<file path="src/rtl/cffdict_pkg.sv">
package cffdict_pkg;

  // Token kinds carried on the result channel.
  typedef enum logic [1:0] {
    KindOperator = 2'd0,
    KindInteger  = 2'd1,
    KindReal     = 2'd2,
    KindError    = 2'd3
  } token_kind_e;

  // Lead byte codes and biases of the DICT operand encoding.
  localparam logic [7:0] OpCodeMax    = 8'd21;
  localparam logic [7:0] LeadInt16    = 8'd28;
  localparam logic [7:0] LeadInt32    = 8'd29;
  localparam logic [7:0] LeadReal     = 8'd30;
  localparam logic [7:0] OneByteLo    = 8'd32;
  localparam logic [7:0] OneByteHi    = 8'd246;
  localparam logic [7:0] TwoPosLo     = 8'd247;
  localparam logic [7:0] TwoPosHi     = 8'd250;
  localparam logic [7:0] TwoNegLo     = 8'd251;
  localparam logic [7:0] TwoNegHi     = 8'd254;
  localparam logic [7:0] OneByteBias  = 8'd139;
  localparam logic [7:0] TwoByteBias  = 8'd108;
  localparam logic [3:0] NibbleEnd    = 4'hF;

  typedef struct packed {
    token_kind_e        kind;
    logic [4:0]         op_code;
    logic signed [31:0] value;
  } token_t;

endpackage

</file>
<file path="src/rtl/cffdict_if.sv">
interface cffdict_byte_if;
  logic       valid;
  logic       ready;
  logic [7:0] data_byte;
  logic       end_of_dict;

  modport source (output valid, output data_byte, output end_of_dict, input ready);
  modport sink (input valid, input data_byte, input end_of_dict, output ready);
endinterface

interface cffdict_token_if;
  logic               valid;
  logic               ready;
  logic [1:0]         token_kind;
  logic [4:0]         operator_code;
  logic signed [31:0] int_value;

  modport source (output valid, output token_kind, output operator_code, output int_value,
                  input ready);
  modport sink (input valid, input token_kind, input operator_code, input int_value,
                output ready);
endinterface

</file>
<file path="src/rtl/cff_dict_token_decoder_top.sv">
// CFF DICT token decoder. Bytes of a DICT arrive one per transaction on
// byte_i, with end_of_dict set on the last byte of the buffer; each completed
// operator, integer operand, real operand (reported without its value) or
// format error leaves as one token transaction on token_o. Middle bytes of a
// multi-byte operand produce no token. The block takes one byte every clock
// cycle as long as the token side keeps up; a byte passes an input register
// and the decode logic, and its token is written into the result register.
// A stall on token_o holds the input side only once both registers are
// full.
module cff_dict_token_decoder_top (
  input  logic             clk_i,
  input  logic             rst_ni,
  cffdict_byte_if.sink     byte_i,
  cffdict_token_if.source  token_o
);
  import cffdict_pkg::*;

  logic       in_valid_q;
  logic [7:0] in_byte_q;
  logic       in_last_q;

  logic       out_valid_q, out_valid_d;
  token_t     out_tok_q;

  logic       step;
  logic       emit;
  token_t     tok;

  // The decode step runs when a byte is held and the result register is free.
  assign step         = in_valid_q && (!out_valid_q || token_o.ready);
  assign byte_i.ready = !in_valid_q || step;
  assign out_valid_d  = (step && emit) || (out_valid_q && !token_o.ready);

  cffdict_parser u_parser (
    .clk_i        (clk_i),
    .rst_ni       (rst_ni),
    .step_i       (step),
    .data_byte_i  (in_byte_q),
    .end_of_dict_i(in_last_q),
    .emit_o       (emit),
    .token_o      (tok)
  );

  always_ff @(posedge clk_i or negedge rst_ni) begin
    if (!rst_ni) begin
      in_valid_q  <= 1'b0;
      out_valid_q <= 1'b0;
    end else begin
      if (byte_i.ready) begin
        in_valid_q <= byte_i.valid;
      end
      out_valid_q <= out_valid_d;
    end
  end

  always_ff @(posedge clk_i) begin
    if (byte_i.valid && byte_i.ready) begin
      in_byte_q <= byte_i.data_byte;
      in_last_q <= byte_i.end_of_dict;
    end
    if (step && emit) begin
      out_tok_q <= tok;
    end
  end

  assign token_o.valid         = out_valid_q;
  assign token_o.token_kind    = out_tok_q.kind;
  assign token_o.operator_code = out_tok_q.op_code;
  assign token_o.int_value     = out_tok_q.value;

`ifndef SYNTHESIS
  // A held byte must not be lost while the result register is stalled.
  assert property (@(posedge clk_i) disable iff (!rst_ni)
    (in_valid_q && out_valid_q && !token_o.ready) |=> in_valid_q)
    else $error("held byte dropped during output stall");

  assert property (@(posedge clk_i) disable iff (!rst_ni)
    (out_valid_q && out_tok_q.kind != KindInteger) |-> (out_tok_q.value == 32'sd0))
    else $error("int_value nonzero on a non-integer token");

  assert property (@(posedge clk_i) disable iff (!rst_ni)
    (out_valid_q && out_tok_q.kind != KindOperator) |-> (out_tok_q.op_code == 5'd0))
    else $error("operator_code nonzero on a non-operator token");

  // Without a decode step the result register cannot gain a new token.
  assert property (@(posedge clk_i) disable iff (!rst_ni)
    (!out_valid_q && !step) |=> !out_valid_q)
    else $error("token produced without a decode step");
`endif

endmodule

</file>
<file path="src/rtl/cffdict_parser.sv">
module cffdict_parser (
  input  logic                clk_i,
  input  logic                rst_ni,
  input  logic                step_i,
  input  logic [7:0]          data_byte_i,
  input  logic                end_of_dict_i,
  output logic                emit_o,
  output cffdict_pkg::token_t token_o
);
  import cffdict_pkg::*;

  localparam logic [1:0] ModeIdle = 2'd0;
  localparam logic [1:0] ModeInt  = 2'd1;
  localparam logic [1:0] ModeReal = 2'd2;

  logic [1:0]  mode_q, mode_d;
  logic [2:0]  left_q, left_d;
  logic [7:0]  lead_q, lead_d;
  logic [31:0] accum_q, accum_d;

  logic [31:0] shifted;
  logic [2:0]  left_dec;
  logic [1:0]  two_idx;
  logic [10:0] two_mag;
  logic [31:0] int_done;
  logic [7:0]  b;

  assign b        = data_byte_i;
  assign shifted  = {accum_q[23:0], b};
  assign left_dec = (left_q != 3'd0) ? left_q - 3'd1 : left_q;
  // The two-byte forms use (lead - 247) or (lead - 251), which is the low two
  // bits of the lead byte plus one.
  assign two_idx  = lead_q[1:0] + 2'd1;
  assign two_mag  = {1'b0, two_idx, b} + {3'd0, TwoByteBias};

  always_comb begin
    if (lead_q inside {[TwoPosLo:TwoPosHi]}) begin
      int_done = {21'd0, two_mag};
    end else if (lead_q inside {[TwoNegLo:TwoNegHi]}) begin
      int_done = 32'd0 - {21'd0, two_mag};
    end else if (lead_q == LeadInt16) begin
      int_done = {{16{accum_q[7]}}, accum_q[7:0], b};
    end else begin
      int_done = shifted;
    end
  end

  always_comb begin
    mode_d  = mode_q;
    left_d  = left_q;
    lead_d  = lead_q;
    accum_d = accum_q;
    emit_o  = 1'b0;
    token_o = '{kind: KindError, op_code: 5'd0, value: 32'sd0};
    case (mode_q)
      ModeInt: begin
        accum_d = shifted;
        left_d  = left_dec;
        if (left_dec == 3'd0) begin
          emit_o        = 1'b1;
          token_o.kind  = KindInteger;
          token_o.value = int_done;
          mode_d        = ModeIdle;
          lead_d        = 8'd0;
          accum_d       = 32'd0;
        end else if (end_of_dict_i) begin
          emit_o  = 1'b1;
          mode_d  = ModeIdle;
          left_d  = 3'd0;
          lead_d  = 8'd0;
          accum_d = 32'd0;
        end
      end
      ModeReal: begin
        if (b[7:4] == NibbleEnd || b[3:0] == NibbleEnd) begin
          emit_o       = 1'b1;
          token_o.kind = KindReal;
          mode_d       = ModeIdle;
        end else if (end_of_dict_i) begin
          emit_o = 1'b1;
          mode_d = ModeIdle;
        end
      end
      default: begin
        // Idle, and the unused mode code: the byte is a lead byte.
        mode_d  = ModeIdle;
        left_d  = 3'd0;
        lead_d  = 8'd0;
        accum_d = 32'd0;
        if (b <= OpCodeMax) begin
          emit_o          = 1'b1;
          token_o.kind    = KindOperator;
          token_o.op_code = b[4:0];
        end else if (b inside {[OneByteLo:OneByteHi]}) begin
          emit_o        = 1'b1;
          token_o.kind  = KindInteger;
          token_o.value = {24'd0, b} - {24'd0, OneByteBias};
        end else if (b == LeadInt16 || b == LeadInt32 || b inside {[TwoPosLo:TwoNegHi]}) begin
          if (end_of_dict_i) begin
            emit_o = 1'b1;
          end else begin
            mode_d = ModeInt;
            lead_d = b;
            if (b == LeadInt16) begin
              left_d = 3'd2;
            end else if (b == LeadInt32) begin
              left_d = 3'd4;
            end else begin
              left_d = 3'd1;
            end
          end
        end else if (b == LeadReal) begin
          if (end_of_dict_i) begin
            emit_o = 1'b1;
          end else begin
            mode_d = ModeReal;
          end
        end else begin
          emit_o = 1'b1;
        end
      end
    endcase
  end

  always_ff @(posedge clk_i or negedge rst_ni) begin
    if (!rst_ni) begin
      mode_q  <= ModeIdle;
      left_q  <= 3'd0;
      lead_q  <= 8'd0;
      accum_q <= 32'd0;
    end else if (step_i) begin
      mode_q  <= mode_d;
      left_q  <= left_d;
      lead_q  <= lead_d;
      accum_q <= accum_d;
    end
  end

endmodule
</file>
<file path="src/flat_wrapper.sv">
// flat-port wrapper written by rule: the top's interface ports become plain ports
module cff_dict_token_decoder_top_flat import cffdict_pkg::*;
  (clk_i, rst_ni, byte_i_valid, byte_i_data_byte, byte_i_end_of_dict, byte_i_ready, token_o_valid, token_o_token_kind, token_o_operator_code, token_o_int_value, token_o_ready);
  cffdict_byte_if byte_i_i ();
  cffdict_token_if token_o_i ();
  input  logic clk_i;
  input  logic rst_ni;
  input wire logic [$bits(byte_i_i.valid)-1:0] byte_i_valid;
  input wire logic [$bits(byte_i_i.data_byte)-1:0] byte_i_data_byte;
  input wire logic [$bits(byte_i_i.end_of_dict)-1:0] byte_i_end_of_dict;
  output wire logic [$bits(byte_i_i.ready)-1:0] byte_i_ready;
  output wire logic [$bits(token_o_i.valid)-1:0] token_o_valid;
  output wire logic [$bits(token_o_i.token_kind)-1:0] token_o_token_kind;
  output wire logic [$bits(token_o_i.operator_code)-1:0] token_o_operator_code;
  output wire logic [$bits(token_o_i.int_value)-1:0] token_o_int_value;
  input wire logic [$bits(token_o_i.ready)-1:0] token_o_ready;
  assign byte_i_i.valid = byte_i_valid;
  assign byte_i_i.data_byte = byte_i_data_byte;
  assign byte_i_i.end_of_dict = byte_i_end_of_dict;
  assign byte_i_ready = byte_i_i.ready;
  assign token_o_valid = token_o_i.valid;
  assign token_o_token_kind = token_o_i.token_kind;
  assign token_o_operator_code = token_o_i.operator_code;
  assign token_o_int_value = token_o_i.int_value;
  assign token_o_i.ready = token_o_ready;
  cff_dict_token_decoder_top u_core (.clk_i(clk_i), .rst_ni(rst_ni), .byte_i(byte_i_i), .token_o(token_o_i));
endmodule
</file>
<file path="config.mk">
export PLATFORM = sky130hd
export DESIGN_NAME = cff_dict_token_decoder_top_flat
export DESIGN_NICKNAME = d
export VERILOG_FILES = /design/src/rtl/cffdict_pkg.sv /design/src/rtl/cffdict_if.sv /design/src/rtl/cff_dict_token_decoder_top.sv /design/src/rtl/cffdict_parser.sv /design/src/flat_wrapper.sv
export SDC_FILE = /design/constraint.sdc
export NUM_CORES = 1
export LEC_CHECK = 0
export ABC_AREA = 1
export BUFFER_PORTS_ARGS = -buffer_cell sky130_fd_sc_hd__buf_2
export CAP_MARGIN = 20
export CELL_PAD_IN_SITES_DETAIL_PLACEMENT = 2
export CELL_PAD_IN_SITES_GLOBAL_PLACEMENT = 2
export CORE_MARGIN = 1
export CORE_UTILIZATION = 30
export DETAILED_ROUTE_END_ITERATION = 16
export PLACE_DENSITY = 0.75
export SKIP_CTS_REPAIR_TIMING = 1
export SLEW_MARGIN = 5
export SYNTH_ARGS = -nofsm -noshare
export SYNTH_HDL_FRONTEND = slang
export SYNTH_HIERARCHICAL = 1
export SYNTH_SLANG_ARGS = --single-unit
</file>
<file path="constraint.sdc">
create_clock -name clk_i -period 3.45 [get_ports clk_i]
set_clock_uncertainty 0.1 [all_clocks]
set_input_delay 0.345 -clock clk_i [delete_from_list [all_inputs] [get_ports clk_i]]
set_output_delay 0.345 -clock clk_i [all_outputs]
set_load 0.02 [all_outputs]
</file>
==> summary.md, run 1 <==
| Metric | Value |
|---|---|
| Tot GR Track Use | `0.184` |
| Seq/Total Area, Yosys | `0.489` |
| Max-cap viol count | `0` |
| IO Port Bufs | `53` |
| Worst setup EP type | `register` |
| Diode count | `0` |
| Startpoint Class | `register` |
| Setup Crit Path Kind | `register to register` |
| Buf/Inv on CP | `5` |
| Grt ovf | `0` |
| Crit path cell chain | `clkinv_2 > ha_1 > a21oi_1 > o21ai_2 > nand2_2 > inv_2 > nand2_2 > inv_2 > nand3_4 > nand3_1 > nand2_1 > inv_1 > nor2_4 > buf_12` |
| Final setup violation count | `0` |
| Worst-path fanout max | `39` |
| Drt first pass iters | `4` |
| Top layer reached by signal wires | `met4` |
| Static Leak | `around 2.6 nW` |
| Routed length per placed instance | `between 15 and 20 um` |
| CP max stage cell | `edfxtp_1` |
| Period utilization | `0.846` |
| Syn Inst Count | `between 500 and 600` |
| Core box area | `16,000 um2` |
| Die ar. | `roughly 17,000 um2` |
| Starting density of the core | `0.309` |
| Yosys warning count | `6` |
| Vias/cell | `roughly 4.9` |
| First-pass GRT wire length | `roughly 23 mm` |
| Detailed placement HPWL | `around 10 mm` |
| I/O pin cnt | `54` |
| VDD IR max | `between 200 and 250 uV` |
| Final wirelength | `14.2 mm` |
| Worst r2r src | `u_core/in_byte_q[3]` |
| Drt drc | `0` |
| Vias in the first global route | `approximately 4,400` |
| Pint | `approximately 1.8 mW` |
| Post-synth EDFFs | `between 40 and 50` |
| Seq pwr share | `0.478` |
| Clock Latency Late Sink | `0.35 ns` |
| 1st-iter DRT viols | `between 100 and 150` |
| Clock slew at the register clock pins of the worst setup and hold paths | `around 0.060 ns` |
| Number of hold violations in the final report | `0` |
| Final GP Congestion | `0.891` |
| TritonCTS clock tree | `yes` |
| Cell Area, Synth | `4940 um2` |
| Worst Tran Pin Value | `0.942 ns` |
| CTS Root Cell | `clkbuf_16` |
| Part of the power in combinational logic | `0.140` |
| Post-synth ARST share | `0.448` |
| Routed vias | `~4,000` |
| Final critical-path required period | `between 2 and 3 ns` |
| Die Span Y | `between 100 and 150 um` |
| Net count, final | `around 640` |
| Psw | `slightly below 0.7 mW` |
| Initial antenna violation count | `0` |
| Yosys reg bits | `87` |
| P&R area growth vs syn | `15.3%` |
| Rel. slew slack | `0.372` |
| Slowest stage delay, CP | `roughly 0.60 ns` |
| Wire length on met2 | `between 7 and 8 mm` |
| Status | `finished clean` |
| Crit path DAT | `about 2.9 ns` |
| Worst Path Required | `3.39 ns` |
| Pin count of the biggest net entering global routing | `40` |
| Clock power share | `0.383` |
| Count of unique library cells instantiated by Yosys | `39` |
| CTS buffer count | `9` |
| Pwr dens | `~440 nW/um2` |
| Achievable Freq | `between 300 and 400 MHz` |
| Mean area per synthesized cell | `just under 9 um2` |
| Delay-heaviest family, CP | `buffers and inverters` |
| Final slew viol count | `0` |
| Syn Nets | `between 500 and 600` |
| Metal-1 WL | `around 6 mm` |
| Pwr Total | `around 2.5 mW` |
| Met3 Routed Length | `~340 um` |
| Clock sinks | `87` |
| Max clock buf depth | `2` |
| Num rows | `46` |
| H-tree depth | `3` |
| Die extent in x | `~130 um` |
| Dominant synthesized flop cell | `edfxtp_1` |
| Share of cells above drive strength 1 | `0.229` |
| Setup TNS | `0 ns` |
| Sw frac | `0.271` |
| Hold Crit Class | `primary input to async pin` |
| Post-route ant nets | `0` |
| Start point of the critical path | `u_core/in_byte_q[3]` |
| RSZ-0062 raised after global routing | `no` |
==> per-layer routing <==
metal / global-route usage / vias to the layer above
met5: 0 / -
met4: 0.0744 / 0
met3: 0.0246 / 15
met2: 0.332 / 65
met1: 0.221 / 2020
li1: - / 1970
==> cells by family after synthesis <==
family          Yosys count  synth area share
compound gates          103             0.117
flops                    87             0.489
fa+ha+maj                16            0.0405
simple gates            249             0.252
xor+xnor                  7            0.0124
buf+inv                 100            0.0886
==> Yosys cell counts (10+ instances only) <==
master,number,share of area
edfxtp_1,48,0.29
nand3_1,27,0.027
a21oi_1,19,0.019
buf_2,10,0.010
ha_1,16,0.041
o21ai_0,29,0.029
o21ai_1,18,0.018
nand2_1,132,0.10
nor2_1,21,0.016
nand3_2,14,0.028
inv_2,13,0.0099
nand2_2,21,0.027
dfrtp_1,39,0.20
o22ai_1,25,0.032
inv_1,62,0.047
==> sequential cells by signal (all words and copies together), names as in the netlist <==
register / count
u_core/u_parser/mode_q: 2
u_core/in_valid_q: 1
u_core/u_parser/lead_q: 8
u_core/in_byte_q: 8
u_core/u_parser/left_q: 3
u_core/token_o.valid: 1
u_core/token_o.int_value: 32
u_core/in_last_q: 1
u_core/u_parser/accum_q: 24
u_core/token_o.token_kind: 2
u_core/token_o.operator_code: 5
==> final timing paths <==
path	end	depth (start not counted)	slack, ns
worst min register to register	u_core/u_parser/mode_q[1]	2	0.41
worst max-delay path	u_core/token_o.int_value[21]	14	0.53
worst min-delay path	u_core/u_parser/accum_q[2]	1	0.04
min in group clk_i	u_core/in_last_q	1	0.07
max in group asynchronous	u_core/u_parser/accum_q[23]	1	2.63
worst max register to register	u_core/token_o.int_value[21]	14	0.53
==> through the flow <==
stage	setup WS (ns)	hold WS, ns	area (um2)	cells	utilization
final	0.533	0.0413	5700	831	0.356
after CTS	0.534	0.0522	5700	831	0.356
after detailed placement	0.568	0.402	5400	815	0.337
after global routing	0.314	0.0587	5700	831	0.356
after global placement	0.719	0.384	5400	815	0.337
after floorplan	0.250	-0.0506	4940	562	-
==> cell usage in the layout, fill, tap and decap left out, drive strengths merged <==
master  synthesis  final
clkbuf          6     13
dfrtp          39     39
xnor2           1      1
a21oi          19     19
o31ai           1      1
clkinv          2      5
buf            17     60
o21ai          48     48
ha             16     16
or2             1      1
nor3            9      9
o22ai          25     25
xor2            6      6
nor2           32     32
edfxtp         48     48
a211oi          1      1
inv            75     75
nand3          43     43
o211ai          3      3
nand2         153    153
nor3b           1      1
a22oi           2      2
nand3b          2      2
a31oi           4      4
nand4           8      8
==> area by class of cell <==
cell class,instances,area [um2]
Clock inverter,3,15.0
Timing Repair Buffer,60,330
Tap cell,216,270
Inverter,77,290
Multi-Input combinational cell,375,2090
Clock buffer,13,282
Sequential cell,87,2420
Fill cell,1856,10300
==> power groups by stage <==
stage / Sequential (mW) / Clock [mW] / Combinational, mW
6_report: 1.21 / 0.967 / 0.353
5_1_grt: 1.21 / 1.03 / 0.392
4_1_cts: 1.21 / 1.00 / 0.362
3_5_place_dp: 1.23 / 0 / 0.358
3_3_place_gp: 1.23 / 0 / 0.343
2_1_floorplan: 1.28 / 0 / 0.186
Note: power is estimated with default switching activity, not from simulation.
==> run 2: changes to the inputs <==
- ABC_AREA: 1 -> 0
- PLACE_DENSITY: 0.75 -> 0.74
- clock period: 3.45 -> 2.36 ns (I/O delays scaled with it)
==> run 2 against run 1 <==
Against the previous run:
- the flow now finishes with violations (negative setup slack)
- worst hold slack better by 0.051 ns
- clock-buffer cell count down 4
- sequential share of layout area down 7.4 points
- die area down 6.9%
- synthesized cell count down 25%
- via count up 6.3%
- flip-flop and latch count unchanged
==> summary.md, run 2 <==
| Metric | Value |
|---|---|
| Status | `complete, but fails checks` |
| Slowest stage delay, CP | `0.52 ns (-0.08 ns)` |
| Crit path DAT | `2.61 ns (-0.24 ns)` |
| Period utilization | `1.12 (+0.273)` |
| Num rows | `44 (-4.3%)` |
| Routed length per placed instance | `24.0 um (+41%)` |
| Worst-path fanout max | `9 (-77%)` |
| Vias/cell | `5.53 (+13%)` |
| Final critical-path required period | `2.64 ns (-0.277 ns)` |
| Yosys warning count | `6 (unchanged)` |
| Placed Cells | `729 (-11%)` |
| Post-synthesis compound-gate area fraction | `0.224 (+0.107)` |
| Finished Layout Cells | `782 (-5.9%)` |
| Initial antenna violation count | `0 (unchanged)` |
| Cell Area, Synth | `4590 um2 (-7.0%)` |
| Pwr dens | `561 nW/um2 (+26%)` |
| CTS Root Cell | `clkbuf_16` |
| Max-cap viol count | `0 (unchanged)` |
| Crit path cell chain | `inv_6 > ha_4 > buf_4 > nand2_1 > o211ai_1 > o32a_1 > nor2_2 > a221oi_2 > nand2_2 > nor2b_4 > buf_12 > buf_16` |
| Die extent in x | `126 um (-3.5%)` |
| TritonCTS clock tree | `yes` |
| Synth cell count leaders | `edfxtp_1 (48), dfrtp_1 (39), nand2_1 (30)` |
| Share of cells above drive strength 1 | `0.443 (+0.214)` |
| Leading cell types in the layout, fill and taps excluded | `buf_4 (90), buf_2 (53), edfxtp_1 (48), dfrtp_1 (37), nand2_1 (28)` |
| Static Leak | `2.88 nW (+11%)` |
| Synth top area share | `0.314 (+0.0220)` |
| Max clock buf depth | `2 (unchanged)` |
| H-tree depth | `3 (unchanged)` |
| Tot GR Track Use | `0.202 (+0.0176)` |
| Clock power share | `0.374 (-0.009)` |
| Dominant synthesized flop cell | `edfxtp_1` |
| Failing checks | `negative setup slack` |
| Die ar. | `15,800 um2 (-6.9%)` |
| Clock Latency Late Sink | `0.36 ns (about the same)` |
| Number of hold violations in the final report | `0 (unchanged)` |
| Achievable Freq | `379 MHz (+11%)` |
| Grt ovf | `0 (unchanged)` |
| Count of unique library cells instantiated by Yosys | `64 (+64%)` |
| Final setup violation count | `69 (+69)` |
| Seq/Total Area, Yosys | `0.526 (+0.0369)` |
| Final GP Congestion | `0.897 (+0.59%)` |
| Cells on worst reg2reg path | `12 (-2)` |
| Pwr Total | `3.88 mW (+53%)` |
| Hold Crit Class | `primary input to register` |
| Syn Nets | `451 (-24%)` |
| Worst setup EP type | `register` |
| Delay-heaviest family, CP | `compound AO/OA/AOI/OAI gates` |
| XOR/XNOR Fraction of Synth Area | `0.0133 (+0.000936)` |
| Post-synth EDFFs | `48 (unchanged)` |
| Post-synthesis adder-cell area fraction | `0.0436 (+0.00306)` |
| VDD IR max | `318 uV (+42%)` |
| Hold Slack | `0.0925 ns (+0.0511 ns)` |
| P&R area growth vs syn | `50.5%` |
| Drt first pass iters | `4 (unchanged)` |
| Cell accounting for the most synthesized area | `edfxtp_1` |
| IO Port Bufs | `53 (unchanged)` |
| Drt drc | `0 (unchanged)` |
| Final slew viol count | `0 (unchanged)` |
| 1st-iter DRT viols | `195 (+82%)` |
| Number of flip-flops in the largest register | `32 (unchanged)` |
| PnR worst setup slack | `-0.280 ns (-0.813 ns)` |
| Startpoint Class | `register` |
| Syn Inst Count | `422 (-25%)` |
| Part of the power in combinational logic | `0.178 (+0.038)` |
| Buf/Inv on CP | `4 (-1)` |
| CP max stage cell | `edfxtp_1` |
| Psw | `1.14 mW (+67%)` |
| Worst Tran Pin Value | `0.940 ns (-0.00155 ns)` |
| Seq pwr share | `0.447 (-0.031)` |
| Detailed placement HPWL | `11.0 mm (+6.1%)` |
| Setup Crit Path Kind | `register to register` |
| RSZ-0062 raised after global routing | `yes` |
| Routed vias | `4,325 (+6.3%)` |
| Yosys reg bits | `87 (unchanged)` |
| Post-synth ARST share | `0.448 (unchanged)` |
| First-pass GRT wire length | `24.6 mm (+5.1%)` |
| I/O pin cnt | `54 (unchanged)` |
| Diode count | `0 (unchanged)` |
| Vias in the first global route | `4,494 (+2.1%)` |
| Pin count of the biggest net entering global routing | `40 (unchanged)` |
| Combinational family with the most area after synthesis | `compound AO/OA/AOI/OAI gates` |
| Starting density of the core | `0.311 (+0.00259)` |
| Pint | `2.74 mW (+48%)` |
| Layout Utilization | `0.469 (+0.113)` |
| CTS buffer count | `9 (unchanged)` |
| Most frequent cell after synthesis | `edfxtp_1` |
| Clock sinks | `87 (unchanged)` |
| Net count, final | `622 (-2.7%)` |
| Clock slew at the register clock pins of the worst setup and hold paths | `0.07 ns (about the same)` |
| Final wirelength | `18.8 mm (+33%)` |
| Hold Path Stages | `3` |
| Rel. slew slack | `0.373 (+0.00104)` |
| Setup TNS | `-15.92 ns (-15.92 ns)` |
| Simple-Gate Fraction of Synth Area | `0.145 (-0.107)` |
| Worst R2R Setup Slack | `-0.28 ns (-0.81 ns)` |
| Die Span Y | `126 um (-3.5%)` |
| Sw frac | `0.294 (+0.0234)` |
| Mean area per synthesized cell | `10.9 um2 (+24%)` |
| Worst Path Required | `2.33 ns (-1.06 ns)` |
| Core box area | `14,800 um2 (-7.8%)` |
| Crit path depth | `12 (-2)` |
| Top cells by area, synth | `edfxtp_1 (31%), dfrtp_1 (21%), a22o_1 (5.1%)` |
| Mux share of post-synthesis cell area | `0.00790 (+0.00790)` |
| Most common cell after layout, fill and taps aside | `buf_4` |
| Post-route ant nets | `0 (unchanged)` |
run 2: cell count changes in the layout (fill, tap and decap cells not counted), sizes merged, moves of 8 or more:
| cell | delta |
|---|---|
| a22o | +27 |
| nand3 | -34 |
| nand2 | -123 |
| buf | +105 |
| a21oi | +9 |
| dlygate4sd3 | +11 |
| nand2b | +8 |
| inv | -53 |
| nor2 | -8 |
| o22ai | -23 |
| and2 | +9 |
run 2: per-layer routing:
| layer | GRT usage | part of all wire | up-vias |
|---|---|---|---|
| met5 | 0 | 0 | - |
| met4 | 0.0737 | 0.035 | 0 |
| met3 | 0.0344 | 0.035 | 41 |
| met2 | 0.362 | 0.53 | 120 |
| met1 | 0.242 | 0.40 | 2223 |
| li1 | - | - | 1941 |
run 2: area by class of cell:
| cell class | instances | area (um2) |
|---|---|---|
| clock buffers | 9 | 225 |
| clock inverters | 7 | 73.8 |
| fillers | 1470 | 7840 |
| inverters | 18 | 72.6 |
| multi-input cells | 297 | 2430 |
| flip-flops and latches | 87 | 2420 |
| well taps | 184 | 230 |
| repair buffers | 180 | 1460 |
run 2: final timing paths:
kind / from / end
max reg2reg: u_core/in_byte_q[3] / u_core/token_o.int_value[9]
min reg2reg: u_core/u_parser/accum_q[18] / u_core/u_parser/accum_q[18]
max in group asynchronous: rst_ni / u_core/u_parser/lead_q[1]
min in group asynchronous: rst_ni / u_core/u_parser/lead_q[0]
min: token_o_ready / u_core/in_valid_q
max: u_core/in_byte_q[3] / u_core/token_o.int_value[9]
run 2: kinds of logic (layout without fill, tap and decap cells):
group                      count (synthesis)  count (layout)
AOI/OAI and AO/OA                        146             146
xor gates and xnor gates                   7               7
and+or+nand+nor                          122             125
buffers and inverters                     41             214
DFF                                       87              87
adders and majority gates                 16              16
muxes                                      3               3
run 2: through the flow:
stage               area, um2  setup WS, ns
floorplan                4670        -0.573
global placement         5770        -0.182
detailed placement       5770        -0.372
CTS                      6070        -0.390
global route             6910        -0.360
finish                   6910        -0.280
run 2: power groups by stage:
stage | Sequential (mW) | Clock, mW | Combinational [mW]
final | 1.73 | 1.45 | 0.691
after global placement | 1.76 | 0 | 0.524
after CTS | 1.74 | 1.48 | 0.552
after floorplan | 1.84 | 0 | 0.227
after global routing | 1.74 | 1.55 | 0.730
after detailed placement | 1.77 | 0 | 0.547
run 2: tightest hold or removal path, cell delays in order:
cell	delay [ns]
buf_2	0.09
nand3b_4	0.13
nand2b_1	0.05
==> run 3: changes to the inputs <==
- PLACE_DENSITY: 0.74 -> 0.71
==> run 3 against run 2 <==
Against the previous run:
- largest cell class is now flip-flops and latches
- fmax fell by 6.2%
- clock power rose by 6%
- design area fell by 4.7%
- critical path type unchanged
- routed wire length fell by 4.4%
- combinational power fell by 7.7%
- the run still ends with negative setup slack left
- critical path depth fell by 1
- first-iteration DRC count rose by 9.7%
- final cell count fell by 0.51%
- clock-buffer cell count rose by 1
- core utilization fell by 2.2 points
==> summary.md, run 3 (synthesis gave the netlist of run 2 again) <==
| Metric | Value |
|---|---|
| Die extent in x | `126 um (unchanged)` |
| Routed vias | `4,232 (-2.2%)` |
| Most common cell after layout, fill and taps aside | `buf_4` |
| Hold Crit Class | `primary input to register` |
| CP max stage cell | `edfxtp_1` |
| Final setup violation count | `70 (+1.4%)` |
| Met3 Routed Length | `566 um (-15%)` |
| RSZ-0062 raised after global routing | `yes` |
| 1st-iter DRT viols | `214 (+9.7%)` |
| P&R area growth vs syn | `43.5%` |
| Vias in the first global route | `4,519 (+0.56%)` |
| Tot GR Track Use | `0.209 (+0.00699)` |
| Static Leak | `2.76 nW (-4.3%)` |
| Part of the power in combinational logic | `0.164 (-0.014)` |
| Clock slew at the register clock pins of the worst setup and hold paths | `0.06 ns (about the same)` |
| Final slew viol count | `0 (unchanged)` |
| PnR worst setup slack | `-0.456 ns (-0.176 ns)` |
| Final critical-path required period | `2.82 ns (+0.176 ns)` |
| Number of hold violations in the final report | `0 (unchanged)` |
| VDD IR max | `643 uV (+100%)` |
| Worst Tran Pin Value | `0.894 ns (-0.0462 ns)` |
| Net count, final | `618 (-0.64%)` |
| Share of cells above drive strength 1 | `0.374 (-0.0694)` |
| Max-cap viol count | `0 (unchanged)` |
| Layout Utilization | `0.447 (-0.0219)` |
| Metal-1 WL | `7.18 mm (-4.4%)` |
| Slowest stage delay, CP | `0.52 ns (about the same)` |
| Drt drc | `0 (unchanged)` |
| Startpoint Class | `register` |
| Clock Latency Late Sink | `0.37 ns (about the same)` |
| Post-route ant nets | `0 (unchanged)` |
| TritonCTS clock tree | `yes` |
| Pwr dens | `592 nW/um2 (+5.5%)` |
| H-tree depth | `3 (unchanged)` |
| Worst-path fanout max | `10 (+1)` |
| CTS buffer count | `9 (unchanged)` |
| Seq pwr share | `0.445 (-0.002)` |
| Num rows | `44 (unchanged)` |
| Achievable Freq | `355 MHz (-6.2%)` |
| Status | `complete, but fails checks` |
| Rel. slew slack | `0.404 (+0.0308)` |
| First-pass GRT wire length | `25.1 mm (+2.0%)` |
| Max clock buf depth | `2 (unchanged)` |
| Clock power share | `0.391 (+0.017)` |
| Detailed placement HPWL | `11.4 mm (+3.8%)` |
| Setup Crit Path Kind | `register to register` |
| Crit path DAT | `2.80 ns (+0.19 ns)` |
| Final GP Congestion | `0.847 (-5.5%)` |
| Pint | `2.80 mW (+2.4%)` |
| Drt first pass iters | `4 (unchanged)` |
| Vias/cell | `5.44 (-1.6%)` |
| IO Port Bufs | `53 (unchanged)` |
| Wire length on met2 | `9.73 mm (-2.3%)` |
| Leading cell types in the layout, fill and taps excluded | `buf_4 (102), buf_2 (53), edfxtp_1 (48), dfrtp_1 (38), nand2_1 (29)` |
| Worst setup EP type | `register` |
| Crit path cell chain | `inv_6 > ha_4 > nor2b_1 > o211ai_1 > o32a_1 > nor2_1 > a221oi_2 > nand2_1 > nor2b_4 > buf_12 > clkbuf_16` |
| Clock sinks | `87 (unchanged)` |
| Failing checks | `negative setup slack` |
| Pin count of the biggest net entering global routing | `40 (unchanged)` |
| Pwr Total | `3.90 mW (+0.58%)` |
| Final wirelength | `18.0 mm (-4.4%)` |
| Sw frac | `0.282 (-0.0125)` |
| Period utilization | `1.19 (+0.0745)` |
| Initial antenna violation count | `0 (unchanged)` |
| Diode count | `0 (unchanged)` |
| I/O pin cnt | `54 (unchanged)` |
| Worst Path Required | `2.34 ns (about the same)` |
| CTS Root Cell | `clkbuf_16` |
| Grt ovf | `0 (unchanged)` |
| Die Span Y | `126 um (unchanged)` |
| Number of flip-flops in the largest register | `32 (unchanged)` |
| Core box area | `14,800 um2 (unchanged)` |
| Psw | `1.10 mW (-3.7%)` |
| Starting density of the core | `0.311 (unchanged)` |
| Die ar. | `15,800 um2 (unchanged)` |
| Routed length per placed instance | `23.1 um (-3.9%)` |
| Top layer reached by signal wires | `met4` |
-- run 3: changes by cell type in the layout (fill, tap and decap cells not counted), sizes merged --
cell         delta
dlygate4sd3     -1
clkinvlp        -2
bufinv          +1
buf             -2
-- run 3: layout make-up --
class | count | area, um2
Clock buffer | 10 | 229
Multi-Input combinational cell | 297 | 2220
Fill cell | 1542 | 8160
Timing Repair Buffer | 176 | 1340
Clock inverter | 6 | 76.3
Tap cell | 184 | 230
Sequential cell | 87 | 2420
Inverter | 18 | 75.1
-- run 3: worst paths after layout --
check	from	endpoint	slack, ns	cells after the start
setup / recovery	u_core/in_byte_q[3]	u_core/token_o.token_kind[0]	-0.46	11
hold / removal	byte_i_valid	u_core/in_valid_q	0.005	2
setup reg to reg	u_core/in_byte_q[3]	u_core/token_o.token_kind[0]	-0.46	11
hold reg to reg	u_core/u_parser/accum_q[18]	u_core/u_parser/accum_q[18]	0.43	1
max in group asynchronous	rst_ni	u_core/u_parser/lead_q[1]	1.08	2
min in group asynchronous	rst_ni	u_core/in_valid_q	0.46	2
-- run 3: metal layers --
layer / GRT usage / up-vias
li1: - / 1931
met1: 0.238 / 2179
met2: 0.387 / 87
met3: 0.0327 / 35
met4: 0.0872 / 0
met5: 0 / -
-- run 3: power groups by stage --
| stage | logic [mW] | clock network [mW] | registers, mW |
|---|---|---|---|
| floorplan | 0.227 | 0 | 1.84 |
| global placement | 0.522 | 0 | 1.76 |
| detailed placement | 0.543 | 0 | 1.77 |
| CTS | 0.553 | 1.55 | 1.74 |
| global route | 0.676 | 1.60 | 1.74 |
| finish | 0.638 | 1.53 | 1.74 |
-- run 3: through the flow --
stage          setup WS, ns  hold WS, ns  setup TNS [ns]  instances  cell area (um2)
6_report             -0.456      0.00520          -24.27        778             6590
4_1_cts              -0.399      -0.0723          -24.60        749             6110
2_1_floorplan        -0.573       -0.160          -26.14        422             4670
5_1_grt              -0.539      0.00797          -29.15        778             6590
3_5_place_dp         -0.395        0.315          -23.48        733             5800
3_3_place_gp         -0.212        0.301           -7.92        733             5800
-- run 3: worst max-delay path, delay by kind of cell (launching register included) --
kind	cells	cell delay [ns]
buffers and inverters	3	0.42
AOI/OAI and AO/OA	3	0.78
and+or+nand+nor	4	0.52
adders and majority gates	1	0.18
DFF	1	0.52
